`config.mk`:
```
export PLATFORM = sky130hd
export DESIGN_NAME = matrix_keypad_scan_settings
export DESIGN_NICKNAME = d
export VERILOG_FILES = /design/src/hdl/mks_pkg.sv /design/src/hdl/mks_scan.sv /design/src/hdl/mks_menu.sv /design/src/hdl/matrix_keypad_scan_settings.sv
export SDC_FILE = /design/constraint.sdc
export NUM_CORES = 1
export LEC_CHECK = 0
export BUFFER_PORTS_ARGS = -buffer_cell sky130_fd_sc_hd__buf_4
export CAP_MARGIN = 25
export CORE_ASPECT_RATIO = 1.1
export CORE_UTILIZATION = 59
export CTS_BUF_LIST = sky130_fd_sc_hd__clkbuf_16
export DETAILED_ROUTE_END_ITERATION = 16
export GPL_TIMING_DRIVEN = 0
export PLACE_DENSITY = 0.8
export SLEW_MARGIN = 10
export SYNTH_ARGS = -nofsm -noshare
export SYNTH_HDL_FRONTEND = slang
export SYNTH_HIERARCHICAL = 1
export SYNTH_SLANG_ARGS = --single-unit
```
`constraint.sdc`:
```
create_clock -name clk -period 3.4 [get_ports clk]
set_input_delay 0.68 -clock clk [delete_from_list [all_inputs] [get_ports clk]]
set_output_delay 0.68 -clock clk [all_outputs]
set_load 0.1 [all_outputs]
```
`src/hdl/mks_pkg.sv`:
```
// Shared types and constants for the keypad scanner with settings menu.
// No dependencies; imported by every module of the block.
`default_nettype none
package mks_pkg;

	localparam int unsigned CntW   = 16;
	localparam int unsigned KeyW   = 5;
	localparam int unsigned RowW   = 2;
	localparam int unsigned ScrW   = 2;
	localparam int unsigned SetW   = 7;

	localparam logic [CntW-1:0] DebounceReset = 16'd2;
	localparam logic [RowW-1:0] LastRow       = 2'd3;
	localparam logic [KeyW-1:0] KeyNone       = 5'd0;
	localparam logic [KeyW-1:0] KeyScreen     = 5'd4;
	localparam logic [KeyW-1:0] KeyUp         = 5'd5;
	localparam logic [KeyW-1:0] KeyDown       = 5'd8;
	localparam logic [ScrW-1:0] ScreenLast    = 2'd2;
	localparam logic [ScrW-1:0] ScreenSet     = 2'd2;
	localparam logic [SetW-1:0] SetMax        = 7'd99;
	localparam logic [SetW-1:0] SetReset      = 7'd25;

	typedef enum logic [2:0] {
		PH_CHECK   = 3'b001,
		PH_WAIT    = 3'b010,
		PH_RELEASE = 3'b100
	} phase_t;

	// Outcome of one scan tick, handed to the menu logic and the output register.
	typedef struct packed {
		logic            done;
		logic [KeyW-1:0] key;
		logic [RowW-1:0] row;
	} scan_evt_t;

endpackage
`default_nettype wire

```
`src/hdl/mks_scan.sv`:
```
// Row/column scan sequencer with debounce counter and release wait.
// Depends on mks_pkg.
`default_nettype none
module mks_scan (
	input  wire                        clk,
	input  wire                        arst_n,
	input  wire                        step,
	input  wire [1:0]                  col_levels,
	input  wire [mks_pkg::CntW-1:0]    debounce_ticks,
	output mks_pkg::scan_evt_t         evt
);
	import mks_pkg::*;

	logic [RowW-1:0] row_q, row_n;
	logic            col_q, col_n;
	phase_t          phase_q, phase_n;
	logic [CntW-1:0] cnt_q, cnt_n;
	logic [KeyW-1:0] found_q, found_n;
	logic            pressed;
	logic            adv;
	logic            done;

	assign pressed = ~col_levels[col_q];

	always_comb begin
		phase_n = phase_q;
		cnt_n   = cnt_q;
		found_n = found_q;
		adv     = 1'b0;
		unique case (phase_q)
			PH_WAIT: begin
				if (cnt_q != '0) begin
					cnt_n = cnt_q - 1'b1;
				end else if (pressed) begin
					// code is 4*(row+1)+col
					found_n = {3'(row_q) + 3'd1, 1'b0, col_q};
					phase_n = PH_RELEASE;
				end else begin
					adv = 1'b1;
				end
			end
			PH_RELEASE: begin
				if (!pressed) begin
					adv = 1'b1;
				end
			end
			default: begin
				if (pressed) begin
					cnt_n   = debounce_ticks;
					phase_n = PH_WAIT;
				end else begin
					adv = 1'b1;
				end
			end
		endcase

		row_n = row_q;
		col_n = col_q;
		done  = 1'b0;
		if (adv) begin
			phase_n = PH_CHECK;
			col_n   = ~col_q;
			if (col_q) begin
				if (row_q == LastRow) begin
					row_n = '0;
					done  = 1'b1;
				end else begin
					row_n = row_q + 1'b1;
				end
			end
		end
		if (done) begin
			found_n = KeyNone;
		end
	end

	assign evt.done = done;
	assign evt.key  = done ? found_q : KeyNone;
	assign evt.row  = row_n;

	always_ff @(posedge clk or negedge arst_n) begin
		if (!arst_n) begin
			row_q   <= '0;
			col_q   <= 1'b0;
			phase_q <= PH_CHECK;
			cnt_q   <= '0;
			found_q <= KeyNone;
		end else if (step) begin
			row_q   <= row_n;
			col_q   <= col_n;
			phase_q <= phase_n;
			cnt_q   <= cnt_n;
			found_q <= found_n;
		end
	end

endmodule
`default_nettype wire

```
`src/hdl/mks_menu.sv`:
```
// Screen selector and saturating setting, driven by keys from finished passes.
// Depends on mks_pkg.
`default_nettype none
module mks_menu (
	input  wire                        clk,
	input  wire                        arst_n,
	input  wire                        step,
	input  mks_pkg::scan_evt_t         evt,
	output logic [mks_pkg::ScrW-1:0]   screen_n,
	output logic [mks_pkg::SetW-1:0]   setting_n
);
	import mks_pkg::*;

	logic [ScrW-1:0] screen_q;
	logic [SetW-1:0] setting_q;

	always_comb begin
		screen_n  = screen_q;
		setting_n = setting_q;
		if (evt.key == KeyScreen) begin
			screen_n = (screen_q >= ScreenLast) ? '0 : screen_q + 1'b1;
		end
		// adjust only on the settings screen, after any screen change
		if (screen_n == ScreenSet) begin
			if (evt.key == KeyUp && setting_q < SetMax) begin
				setting_n = setting_q + 1'b1;
			end
			if (evt.key == KeyDown && setting_q != '0) begin
				setting_n = setting_q - 1'b1;
			end
		end
	end

	always_ff @(posedge clk or negedge arst_n) begin
		if (!arst_n) begin
			screen_q  <= '0;
			setting_q <= SetReset;
		end else if (step) begin
			screen_q  <= screen_n;
			setting_q <= setting_n;
		end
	end

endmodule
`default_nettype wire

```
`src/hdl/matrix_keypad_scan_settings.sv`:
```
// Top level of the debounced 4x2 keypad scanner with settings menu.
// Depends on mks_pkg, mks_scan and mks_menu.
//
//  channel | handshake            | payload
//  --------+----------------------+---------------------------------------------
//  in      | in_valid / in_ready  | col_levels
//  out     | out_valid / out_ready| row_drive, scan_done, key_code, screen,
//          |                      | setting_value
//  cfg     | cfg_wr_en            | cfg_wr_data (debounce_ticks)
//
// One tick per word: each accepted word updates the scan state and loads the
// output register in the same cycle, so a word can be taken every cycle unless out_ready stalls.
// in_ready is high while the output register is empty or being drained.
// A stall on out_ready holds the result and blocks input until it is taken.
// Reset: row 0, check phase, screen 0, setting 25, debounce 2.
`default_nettype none
module matrix_keypad_scan_settings (
	input  wire                        clk,
	input  wire                        arst_n,
	input  wire                        in_valid,
	output logic                       in_ready,
	input  wire [1:0]                  col_levels,
	output logic                       out_valid,
	input  wire                        out_ready,
	output logic [3:0]                 row_drive,
	output logic                       scan_done,
	output logic [mks_pkg::KeyW-1:0]   key_code,
	output logic [mks_pkg::ScrW-1:0]   screen,
	output logic [mks_pkg::SetW-1:0]   setting_value,
	input  wire                        cfg_wr_en,
	input  wire [mks_pkg::CntW-1:0]    cfg_wr_data
);
	import mks_pkg::*;

	logic            step;
	logic [CntW-1:0] debounce_q;
	scan_evt_t       evt;
	logic [ScrW-1:0] screen_n;
	logic [SetW-1:0] setting_n;

	assign in_ready = !out_valid || out_ready;
	assign step     = in_valid && in_ready;

	always_ff @(posedge clk or negedge arst_n) begin
		if (!arst_n) begin
			debounce_q <= DebounceReset;
		end else if (cfg_wr_en) begin
			debounce_q <= cfg_wr_data;
		end
	end

	mks_scan u_scan (
		.clk            (clk),
		.arst_n         (arst_n),
		.step           (step),
		.col_levels     (col_levels),
		.debounce_ticks (debounce_q),
		.evt            (evt)
	);

	mks_menu u_menu (
		.clk       (clk),
		.arst_n    (arst_n),
		.step      (step),
		.evt       (evt),
		.screen_n  (screen_n),
		.setting_n (setting_n)
	);

	always_ff @(posedge clk or negedge arst_n) begin
		if (!arst_n) begin
			out_valid <= 1'b0;
		end else if (step) begin
			out_valid <= 1'b1;
		end else if (out_ready) begin
			out_valid <= 1'b0;
		end
	end

	// payload registers: load on accept, hold otherwise
	always_ff @(posedge clk) begin
		if (step) begin
			row_drive     <= ~(4'b0001 << evt.row);
			scan_done     <= evt.done;
			key_code      <= evt.key;
			screen        <= screen_n;
			setting_value <= setting_n;
		end
	end

endmodule
`default_nettype wire

```
; ---- After elaboration in Yosys (flattened, before gate mapping)
; Index checks and enable logic that the tools add are counted.
[totals]
regBits = 72
elab_cells = 85
[op_classes]
addsub = 6
n_lt_le_gt_ge = 3
n_eq_ne = 14
shift = 1
mux = 31
bitwise_logic = 3
reduce_logical = 13
[ops]
columns = cell, n
row1 = $mux W16, 2
row2 = $pmux W16 S2, 1
row3 = $mux W5, 5
row4 = $mux W7, 3
row5 = $reduce_bool A16 Y1, 1
row6 = $sub A16 B1 Y16 const B, 1
row7 = $mux W3, 4
row8 = $reduce_and A4 Y1, 3
row9 = $eq A5 B3 Y1 const B, 2
row10 = $mux W1, 10
row11 = $mux W2, 5
row12 = $ne A2 B1 Y1 const B, 5
row13 = $add A7 B1 Y7 const B, 1
row14 = $lt A7 B7 Y1 const B, 1
row15 = $reduce_bool A7 Y1, 1
row16 = $sub A7 B1 Y7 const B, 1
row17 = $pmux W3 S2, 1
row18 = $eq A5 B4 Y1 const B, 1
row19 = $add A2 B1 Y2 const B, 2
row20 = $eq A2 B2 Y1 const B, 2
row21 = $not A4 Y4, 1
row22 = $reduce_bool A2 Y1, 2
row23 = $shl A1 B2 Y4 const A, 1
row24 = $add A2 B1 Y3 const B, 1
row25 = other kinds (11), 14

; ---- Depth between registers and ports, before layout
; Gate-level depths: netlist of the first run.
[logic_depth]
depth_word = 12
depth_mapped = 12
ltp_nobuf = 11

; ---- Hierarchy
; The synthesis of the first run kept the hierarchy.
[by_module_without_submodules]
columns = mod, n_inst, cells_per_inst, area_per_inst_um2, seq_area_each_um2
row1 = mks_scan, 1, 207, 1921.8, 651.9
row2 = matrix_keypad_scan_settings, 1, 61, 1287.5, 997.2
row3 = mks_menu, 1, 89, 840.8, 229.0

; ---- Worst setup path before layout of the first run
; Ideal clock, no wire load.
[synth_timing]
path_kind = reg2reg
startpoint = reg out_valid
endpoint = reg u_scan.cnt_q[7]
setup_time_ps = 130
arrival_time_ps = 3473
path_slack_ps = -203
path_stages_with_launch = 8
n_path_buf = 1
period_less_slack_ps = 3603
path_cell_list = dfrtp_1 nand2b_1 and2_1 nand4bb_1 clkbuf_1 or4_1 nor4_1 o22ai_1
[synth_via]
elab_chain_cells = 4
[synth_lines]
columns = item, line_no
row1 = start: declaration, matrix_keypad_scan_settings.sv:23  ; output logic out_valid,
row2 = start signal: assignment, matrix_keypad_scan_settings.sv:72  ; out_valid <= 1'b0;
row3 = start signal: assignment, matrix_keypad_scan_settings.sv:74  ; out_valid <= 1'b1;
row4 = start signal: assignment, matrix_keypad_scan_settings.sv:76  ; out_valid <= 1'b0;
row5 = $logic_not A1 Y1, matrix_keypad_scan_settings.sv:41  ; assign in_ready = !out_valid || out_ready;
row6 = $logic_or A1 B1 Y1, matrix_keypad_scan_settings.sv:41
row7 = via in_ready, matrix_keypad_scan_settings.sv:21  ; output logic in_ready,
row8 = $logic_and A1 B1 Y1, matrix_keypad_scan_settings.sv:42  ; assign step = in_valid && in_ready;
row9 = via step, matrix_keypad_scan_settings.sv:35  ; logic step;
row10 = $reduce_and A4 Y1 (no source line), n/a
row11 = end signal: assignment, mks_scan.sv:92  ; cnt_q <= cnt_n;
row12 = end: declaration, mks_scan.sv:17  ; logic [CntW-1:0] cnt_q, cnt_n;
; The timed path passes the listed nets, and every way through them passes these cells.
; A chain may end at the register's enable or synchronous reset.

==> impl_results.md, run 1 <==
- Outcome: finished, final reports clean
- DRT Wirelength: 8480 µm
- Worst path top cell family by delay: simple AND/OR/NAND/NOR gates
- Number of diodes: 0
- Vias in the first global route: 2934
- Pre-Repair DR Iteration Count: 6
- Leakage: roughly 1.9 nW
- Mux cell area share after synthesis: 0.0899
- Initial DRC Count: 173
- Crit path time final: about 3.2 ns
- Crit path max-delay cell type: dfrtp_1
- Placed Cells: a little under 500
- Via Count: approximately 3100
- Final HPWL DP: between 5000 and 6000 µm
- Post-route DRC: 0
- Top routing layer used: met4
- Yosys top cell by area: dfrtp_1
- Worst setup EP type: flip-flop
- Mean area per synthesized cell: 11.3 µm²
- Synth top cells by count: 47 x dfrtp_1, 24 x nand2_1, 19 x edfxtp_1
- Slew HR: 0.332
- Pre-CTS setup slack: 0.194 ns
- Post-DP Area: 4470 µm²
- Metal-1 WL: 3500 µm
- Synth Area in Adders: 0.0185
- Die Area: between 7000 and 8000 µm²
- Initial antenna violation count: 0
- Slowest cell delay on critical path: about 0.44 ns
- CTS buffer count: 9
- CTS tree: done
- Setup bufs post-CTS: 0
- Post-synth EDFFs: 19
- Crit Path Max Fanout: 10
- Nets@finish: 439
- Clk sink count: between 70 and 80
- CP Data Arrival Time: 3.26 ns
- Routed len/inst: 17.1 µm
- Syn Inst Count: 357
- Worst skew pair latency: roughly 0.33 ns
- Global Route Usage Sum: 0.262
- Setup tns final: 0 ns
- Final hold violation count: 0
- Post-synthesis compound-gate area fraction: 0.141
- Grt total ovfl: 0
- Synth Net Count: 386
- Number of vias per cell: 6.29
- Main combinational cell family by area after synthesis: simple AND/OR/NAND/NOR gates
- First-pass GRT wire length: 14100 µm
- Min-delay worst type: in2async
- Share of cells above drive strength 1: 0.328
- Fin cells: between 400 and 500
- Seq/Total Area, Yosys: 0.464
- CP bufs+invs: 2
- Xor-xnor portion of the synthesized cell area: 0.0303
- Rows: 31
- Max Buffers Root-to-Sink: 2
- Syn-to-layout area delta: 17.5%
- Worst setup margin: ~0.22 ns
- Final Cell Area: roughly 4800 µm²
- Die Width: 81.0 µm
- Crit share post-route: 0.937
- Fill cells: 480
- Most frequent cell after synthesis: dfrtp_1
- Starting density of the core: 0.614
- CP Cell Sequence: inv_1, ha_1, nor3b_2, nand4_4, a21oi_2, and3_1, nor2b_1, nand4b_1, o21ai_2, buf_6, nand3_1, xnor2_1
- I/O Pins: between 40 and 50
- Met2 WL post-DR: between 4000 and 5000 µm
- Fmax: 0.314 GHz
- Met3 routed WL: 375 µm
- Worst-Margin Slew: approximately 1.0 ns
- # setup viols final: 0
- Worst vdd ir: roughly 0.43 mV
- Clk pin slew, worst setup/hold paths: about 0.06 ns
- Synth Flop Type: dfrtp_1
- Post-DRT Antenna Nets: 0
- Core Region: between 6000 and 7000 µm²
- Crit Path Class: reg2reg
- RSZ-0062 raised after global routing: false
- Largest net degree at the start of global routing: 53
- Count of cell types in the netlist: 81
- Syn. warnings: 6
- CTS H-tree depth: 3
- Required time worst endpoint: 3.48 ns
- Slew Limit Fails: 0
- Final Skew: 0.00480 ns
- I/O Buffers: between 40 and 50
- Routability Congestion: between 0.9 and 1
- Chip height: 88.9 µm
- CTS Hold Bufs: 0
- Synth Area in Simple Gates: 0.206
- Async S/R FF share, synth: 0.732
- Seq cells post-synth: between 70 and 80
- CP Launch Type: flip-flop
- Area share of the largest cell type after synthesis: 0.290
- Cell Pwr Density: 631 nW/µm²
- Synth Cell Area: slightly above 4000 µm²
- Ranking of synthesized cells by area: dfrtp_1 29%, edfxtp_1 14%, mux2_2 3.9%, mux2_4 3.7%, dfstp_2 3.2%
- Number of max-cap violations: 0
- Post-CTS sizing: 0
- Root Buffer: clkbuf_16
power by group:
| group | switching, W | total (W) | internal (W) |
|---|---|---|---|
| Combinational | 0.000521 | 0.000865 | 0.000344 |
| Clock | 0.000338 | 0.000894 | 0.000556 |
| Sequential | 0.000198 | 0.00124 | 0.00105 |
| Total | 0.00106 | 0.00300 | 0.00195 |
through the flow:
stage          total power, W  hold slack [ns]   util
2_1_floorplan         0.00189            0.384      -
3_3_place_gp          0.00208            0.474  0.678
3_5_place_dp          0.00211            0.476  0.678
4_1_cts               0.00301            0.410  0.721
5_1_grt               0.00316            0.441  0.722
6_report              0.00300            0.387  0.722
cell usage in the layout (no fill, tap or decap), types with 9 or more instances in the layout:
cell type and count:
inv_1 10, nand2_1 24, nand4_1 9, mux2_2 14, xnor2_1 13, nor3_1 9
edfxtp_1 19, o22ai_1 10, dfrtp_1 47, nor2_1 14, nand3_1 13, mux2_4 10
buf_2 10, clkbuf_16 9, buf_4 45
kinds of logic after synthesis:
| kind of cell | Yosys count |
|---|---|
| AND/OR/NAND/NOR | 130 |
| AO/OA/AOI/OAI | 75 |
| flip-flops | 71 |
| buffers and inverters | 31 |
| multiplexers | 29 |
| XOR/XNOR | 14 |
| adder cells (fa/ha/maj) | 6 |
| other | 1 |
final timing paths:
kind / start / end / slack (ns) / cells after the start
max: u_scan/cnt_q[0] / setting_value[5] / 0.22 / 12
min: arst_n / out_valid / 0.39 / 1
max reg2reg: u_scan/cnt_q[0] / setting_value[5] / 0.22 / 12
min reg2reg: u_scan/found_q[3] / u_scan/found_q[3] / 0.49 / 1
max in group asynchronous: arst_n / u_scan/cnt_q[5] / 2.56 / 1
min in group clk: u_scan/found_q[3] / u_scan/found_q[3] / 0.49 / 1
registers in the layout, indices dropped and copies added (netlist names), 2 cells and up:
signal and flops:
u_scan/phase_q 3, u_menu/screen_q 2, row_drive 4, u_menu/setting_q 7
screen 2, u_scan/cnt_q 16, key_code 5, u_scan/found_q 4
debounce_q 16, setting_value 7, u_scan/row_q 2
final cells by class:
class / instances / area, µm² / area share
inverters: 8 / 30.0 / 0.00631
clock buffers: 9 / 225 / 0.0473
well taps: 82 / 103 / 0.0216
multi-input cells: 255 / 1980 / 0.416
plain buffers: 23 / 171 / 0.0360
flip-flops and latches: 71 / 1880 / 0.395
clock inverters: 7 / 57.6 / 0.0121
repair buffers: 42 / 315 / 0.0662
routing by layer:
layer	up-vias	global-route usage
met3	18	0.0429
li1	1461	-
met4	0	0.112
met1	1540	0.325
met5	-	0
met2	106	0.453
No activity file was read; power rests on OpenSTA's default activity.
==> inputs of run 2 (changes only) <==
--- a/config.mk
+++ b/config.mk
@@ -9,7 +9,7 @@
 export CAP_MARGIN = 25
 export CORE_ASPECT_RATIO = 1.1
 export CORE_UTILIZATION = 59
-export CTS_BUF_LIST = sky130_fd_sc_hd__clkbuf_16
+export CTS_BUF_LIST = sky130_fd_sc_hd__clkbuf_2
 export DETAILED_ROUTE_END_ITERATION = 16
 export GPL_TIMING_DRIVEN = 0
 export PLACE_DENSITY = 0.8
==> run 2 against run 1 <==
Global-route usage shrank 0.69 points. Register-to-register slack got worse by 0.099 ns. Final area decreased by 3.9%. First-iteration DRC count grew 34%. Non-clock buffer count unchanged. Clock power fell by 48%. Total power decreased by 15%. Clock-buffer cell count grew 2. Critical path type unchanged. Critical endpoint is now setting_value[1].
==> impl_results.md, run 2 (synthesized netlist as in run 1, its figures left out) <==
- Outcome: finished, final reports clean (unchanged)
- Clk sink count: 71 (unchanged)
- Worst-Margin Slew: 0.999 ns (was 1.00 ns)
- Post-DRT Antenna Nets: 0 (unchanged)
- Slowest cell delay on critical path: 0.48 ns (was 0.44 ns)
- Starting density of the core: 0.614 (unchanged)
- Most common cell after layout, fill and taps aside: dfrtp_1 (unchanged)
- Clk pin slew, worst setup/hold paths: 0.19 ns (was 0.06 ns)
- CTS tree: done (unchanged)
- FF-to-FF setup slack: 0.12 ns (was 0.22 ns)
- Setup tns final: 0 ns (unchanged)
- Die Area: 7200 µm² (unchanged)
- Sw frac: 0.393 (was 0.352)
- Final hold violation count: 0 (unchanged)
- Reg2Reg Launch Point: u_scan/cnt_q[0] (unchanged)
- Rows: 31 (unchanged)
- Pre-Repair DR Iteration Count: 5 (was 6)
- Post-DP Area: 4470 µm² (unchanged)
- Cell Pwr Density: 560 nW/µm² (was 631 nW/µm²)
- Worst setup EP type: flip-flop (unchanged)
- Worst vdd ir: 0.342 mV (was 0.428 mV)
- Post-route DRC: 0 (unchanged)
- Vias in the first global route: 2941 (was 2934)
- Final HPWL DP: 5920 µm (unchanged)
- Crit Path Class: reg2reg (unchanged)
- Initial DRC Count: 231 (was 173)
- Syn-to-layout area delta: 13.0% (was 17.5%)
- Int Pwr: 0.00156 W (was 0.00195 W)
- DRT Wirelength: 8380 µm (was 8480 µm)
- Area of the multi-input gates: 1970 µm² (was 1980 µm²)
- CP Cell Sequence: inv_1, ha_1, nor3b_2, nand4_4, a21oi_2, and3_1, nor4b_1, o211ai_1, nand2_2, nand2_1, mux2_2 (was inv_1, ha_1, nor3b_2, nand4_4, a21oi_2, and3_1, nor2b_1, nand4b_1, o21ai_2, buf_6, nand3_1, xnor2_1)
- Crit Path Max Fanout: 7 (was 10)
- First-pass GRT wire length: 13900 µm (was 14100 µm)
- Fmax: 0.305 GHz (was 0.314 GHz)
- Chip height: 88.9 µm (unchanged)
- Routability Congestion: 0.903 (unchanged)
- Leakage: 1.87 nW (was 1.95 nW)
- Share of cells above drive strength 1: 0.330 (was 0.328)
- Seq pwr share: 0.483 (was 0.414)
- Register area: 1880 µm² (unchanged)
- Root Buffer: clkbuf_2 (was clkbuf_16)
- Clock power frac: 0.180 (was 0.298)
- Crit share post-route: 0.966 (was 0.937)
- Most frequent cells in the layout: 47 x dfrtp_1, 45 x buf_4, 24 x nand2_1, 19 x edfxtp_1 (unchanged)
- Global Route Usage Sum: 0.255 (was 0.262)
- CP Data Arrival Time: 3.55 ns (was 3.26 ns)
- Comb pwr share: 0.336 (was 0.288)
- CTS buffer count: 9 (unchanged)
- Worst skew pair latency: 0.49 ns (was 0.33 ns)
- CP Launch Type: flip-flop (unchanged)
- Number of vias per cell: 6.33 (was 6.29)
- Number of max-cap violations: 0 (unchanged)
- Min-delay worst type: in2async (unchanged)
- Crit path max-delay cell type: dfrtp_1 (unchanged)
- I/O Buffers: 42 (unchanged)
- Switching power total: 0.00101 W (was 0.00106 W)
- Slew Limit Fails: 0 (unchanged)
- Fill cells: 502 (was 480)
- Crit path time final: 3.28 ns (was 3.18 ns)
- Die Width: 81.0 µm (unchanged)
- Routed len/inst: 16.9 µm (was 17.1 µm)
- Via Count: 3146 (was 3125)
- Required time worst endpoint: 3.67 ns (was 3.48 ns)
- Final Skew: 0.0227 ns (was 0.00480 ns)
- Setup bufs post-CTS: 0 (unchanged)
- # setup viols final: 0 (unchanged)
- Largest net degree at the start of global routing: 53 (unchanged)
- R2R cell count: 11 (was 12)
- Final Cell Area: 4580 µm² (was 4760 µm²)
- CTS H-tree depth: 3 (unchanged)
- Post-CTS sizing: 0 (unchanged)
- I/O Pins: 44 (unchanged)
- RSZ-0062 raised after global routing: false (unchanged)
- CTS Hold Bufs: 0 (unchanged)
- Nets@finish: 439 (unchanged)
- Final Util: 0.694 (was 0.722)
- Worst R2R End: setting_value[1] (was setting_value[5])
- Max Buffers Root-to-Sink: 2 (unchanged)
- Number of diodes: 0 (unchanged)
- Grt total ovfl: 0 (unchanged)
- Biggest regs: debounce_q (16), u_scan/cnt_q (16) (unchanged)
- Slew HR: 0.334 (was 0.332)
- Initial antenna violation count: 0 (unchanged)
- Core Region: 6590 µm² (unchanged)
## run 2: cell types whose count changed in the layout (fill, tap and decap cells not counted), sizes merged
cell,before,now
clkbuf,12,14
inv,10,8
## run 2: worst max-delay path, delay by kind of cell (launching register included)
kind / cells / cell delay (ns)
AOI/OAI and AO/OA: 2 / 0.51
adders and majority gates: 1 / 0.14
buffers and inverters: 1 / 0.11
DFF: 1 / 0.48
muxes: 1 / 0.28
and+or+nand+nor: 6 / 1.56
## run 2: layout make-up
class,count,area share
Multi-Input combinational cell,255,0.431
Buffer,23,0.0375
Clock inverter,5,0.0109
Inverter,8,0.00656
Clock buffer,11,0.0120
Timing Repair Buffer,42,0.0689
Sequential cell,71,0.410
Tap cell,82,0.0224
## run 2: how the worst max path moves through the flow
stage               startpoint               end  slack (ns)  cells after the start
2_1_floorplan        out_valid   u_scan/cnt_q[7]        0.14                      7
4_1_cts        u_scan/cnt_q[0]  setting_value[1]        0.17                     11
6_report       u_scan/cnt_q[0]  setting_value[1]        0.12                     11
5_1_grt        u_scan/cnt_q[0]  setting_value[4]        0.03                     11
3_5_place_dp   u_scan/cnt_q[0]  setting_value[1]        0.19                     11
3_3_place_gp   u_scan/cnt_q[0]  setting_value[1]        0.24                     11
## run 2: power by group through the flow
stage               sequential [W]  combinational (W)  clock [W]
finish                     0.00124           0.000862   0.000462
global route               0.00126           0.000936   0.000510
CTS                        0.00124           0.000860   0.000472
detailed placement         0.00125           0.000856          0
global placement           0.00124           0.000831          0
floorplan                  0.00134           0.000549          0
## run 2: through the flow
step | cells | worst slack, ns | hold WS (ns) | power, W
after floorplan | 357 | 0.138 | 0.384 | 0.00189
after global placement | 481 | 0.240 | 0.474 | 0.00208
after detailed placement | 481 | 0.194 | 0.476 | 0.00211
final | 497 | 0.117 | 0.193 | 0.00256
after CTS | 497 | 0.172 | 0.201 | 0.00257
after global routing | 497 | 0.0298 | 0.194 | 0.00271
## run 2: per-layer routing
layer  vias up  part of all wire  wire [µm]  GRT usage
li1       1463                 -          -          -
met1      1554              0.42       3520      0.316
met2       115              0.52       4370      0.447
met3        14             0.048        401     0.0429
met4         0             0.011         93     0.0942
met5         -                 0          0          0
==> inputs of run 3 (changes only) <==
--- a/config.mk
+++ b/config.mk
@@ -8,11 +8,10 @@
 export BUFFER_PORTS_ARGS = -buffer_cell sky130_fd_sc_hd__buf_4
 export CAP_MARGIN = 25
 export CORE_ASPECT_RATIO = 1.1
-export CORE_UTILIZATION = 59
+export CORE_UTILIZATION = 35
 export CTS_BUF_LIST = sky130_fd_sc_hd__clkbuf_2
 export DETAILED_ROUTE_END_ITERATION = 16
 export GPL_TIMING_DRIVEN = 0
-export PLACE_DENSITY = 0.8
 export SLEW_MARGIN = 10
 export SYNTH_ARGS = -nofsm -noshare
 export SYNTH_HDL_FRONTEND = slang
==> run 3 against run 2 <==
Register-to-register slack improved by 0.20 ns. Cell count increased by 13%. Clock-buffer cell count decreased by 1. Global-route usage decreased by 9.5 points. Critical path depth unchanged. Via count decreased by 3.4%. Sequential share of layout area decreased by 0.71 points. Final area increased by 1.8%. Sequential cell count unchanged. Utilization decreased by 27 points.
==> impl_results.md, run 3 (synthesized netlist as in run 1, its figures left out) <==
- Largest net degree at the start of global routing: 53 (unchanged)
- Post-CTS sizing: 0 (unchanged)
- FF-to-FF setup slack: 0.31 ns (was 0.12 ns)
- Crit path time final: 3.09 ns (was 3.28 ns)
- Worst R2R End: setting_value[1] (unchanged)
- Vias in the first global route: 3034 (was 2941)
- Number of diodes: 0 (unchanged)
- Worst-Margin Slew: 0.707 ns (was 0.999 ns)
- Chip height: 115 µm (was 88.9 µm)
- Crit Path Max Fanout: 7 (unchanged)
- Root Buffer: clkbuf_2 (unchanged)
- Biggest regs: debounce_q (16), u_scan/cnt_q (16) (unchanged)
- Final Skew: 0.0258 ns (was 0.0227 ns)
- CP Data Arrival Time: 3.39 ns (was 3.55 ns)
- Required time worst endpoint: 3.70 ns (was 3.67 ns)
- CTS tree: done (unchanged)
- Grt total ovfl: 0 (unchanged)
- Slew HR: 0.527 (was 0.334)
- Routed len/inst: 15.4 µm (was 16.9 µm)
- Nets@finish: 440 (was 439)
- Clk sink count: 71 (unchanged)
- Placed Cells: 546 (was 481)
- Initial antenna violation count: 0 (unchanged)
- Crit Path Class: reg2reg (unchanged)
- Initial DRC Count: 150 (was 231)
- Clk pin slew, worst setup/hold paths: 0.20 ns (was 0.19 ns)
- Pre-CTS setup slack: 0.169 ns (was 0.194 ns)
- RSZ-0062 raised after global routing: false (unchanged)
- Worst skew pair latency: 0.53 ns (was 0.49 ns)
- Final HPWL DP: 6110 µm (was 5920 µm)
- Core Region: 11100 µm² (was 6590 µm²)
- DRT Wirelength: 8670 µm (was 8380 µm)
- Outcome: finished, final reports clean (unchanged)
- CTS H-tree depth: 3 (unchanged)
- Crit share post-route: 0.908 (was 0.966)
- I/O Buffers: 42 (unchanged)
- Post-DRT Antenna Nets: 0 (unchanged)
- Routability Congestion: 0.881 (was 0.903)
- Share of cells above drive strength 1: 0.332 (was 0.330)
- CP Launch Type: flip-flop (unchanged)
- R2R cell count: 11 (unchanged)
- Cell Pwr Density: 536 nW/µm² (was 560 nW/µm²)
- Most frequent cells in the layout: 47 x dfrtp_1, 45 x buf_4, 24 x nand2_1, 19 x edfxtp_1 (unchanged)
- Die Width: 105 µm (was 81.0 µm)
- Number of max-cap violations: 0 (unchanged)
- Min-delay worst type: in2async (unchanged)
- Reg2Reg Launch Point: u_scan/cnt_q[0] (unchanged)
- Post-route DRC: 0 (unchanged)
- Fmax: 0.324 GHz (was 0.305 GHz)
- Syn-to-layout area delta: 15.0% (was 13.0%)
- First-pass GRT wire length: 15100 µm (was 13900 µm)
- Fin cells: 563 (was 497)
- CTS Hold Bufs: 0 (unchanged)
- Final hold violation count: 0 (unchanged)
- Setup bufs post-CTS: 0 (unchanged)
- Most common cell after layout, fill and taps aside: dfrtp_1 (unchanged)
- Crit. Startpoint: u_scan/cnt_q[0] (unchanged)
- Leakage: 1.87 nW (about the same)
- Global Route Usage Sum: 0.160 (was 0.255)
- Worst vdd ir: 0.305 mV (was 0.342 mV)
- Total power draw: 0.00249 W (was 0.00256 W)
- Max Buffers Root-to-Sink: 2 (unchanged)
- Rows: 40 (was 31)
- Number of vias per cell: 5.40 (was 6.33)
- Slew Limit Fails: 0 (unchanged)
- Worst setup EP type: flip-flop (unchanged)
- Via Count: 3040 (was 3146)
- CTS buffer count: 9 (unchanged)
- Die Area: 12000 µm² (was 7200 µm²)
- Worst setup margin: 0.313 ns (was 0.117 ns)
- Fill cells: 1097 (was 502)
- I/O Pins: 44 (unchanged)
- Starting density of the core: 0.365 (was 0.614)
- # setup viols final: 0 (unchanged)
- Pre-Repair DR Iteration Count: 4 (was 5)
- Setup tns final: 0 ns (unchanged)
run 3: worst max-delay path, stage by stage, from the launching register on:
cell and delay (ns):
dfrtp_1 0.49, inv_1 0.11, ha_1 0.14, nor3b_2 0.33, nand4_4 0.21, a21oi_4 0.29
and3_1 0.31, nor2b_1 0.11, a21bo_2 0.25, o21ai_2 0.23, nand2_1 0.13, mux2_2 0.28
run 3: cell type report:
type	count	area, µm²	share of cell area
timing repair buffer	43	327	0.0701
clock buffer	10	50.0	0.0107
clock inverter	6	28.8	0.00618
multi-input combinational	255	1990	0.427
sequential	71	1880	0.403
tap	147	184	0.0395
inverter	8	30.0	0.00645
buffer	23	171	0.0368
run 3: per-layer routing:
metal	part of all wire	up-vias	track usage
li1	-	1462	-
met1	0.44	1462	0.194
met2	0.49	92	0.272
met3	0.046	24	0.0425
met4	0.023	0	0.0676
met5	0	-	0
run 3: worst max-delay path by stage:
stage,end,cells after the start
after global placement,setting_value[1],11
after global routing,setting_value[3],12
after CTS,setting_value[1],11
after detailed placement,setting_value[1],11
after floorplan,u_scan/cnt_q[7],7
final,setting_value[1],11
run 3: power by group:
group | total, W | switching [W] | internal, W | leakage [nW]
Clock | 0.000392 | 0.000303 | 0.0000895 | 0.0542
Combinational | 0.000862 | 0.000517 | 0.000345 | 1.01
Sequential | 0.00124 | 0.000199 | 0.00104 | 0.804
run 3: through the flow:
stage	hold slack, ns	util	instance area [µm²]
floorplan	0.384	-	4050
global placement	0.473	0.410	4550
detailed placement	0.487	0.410	4550
CTS	0.170	0.417	4630
global route	0.145	0.419	4660
finish	0.148	0.419	4660
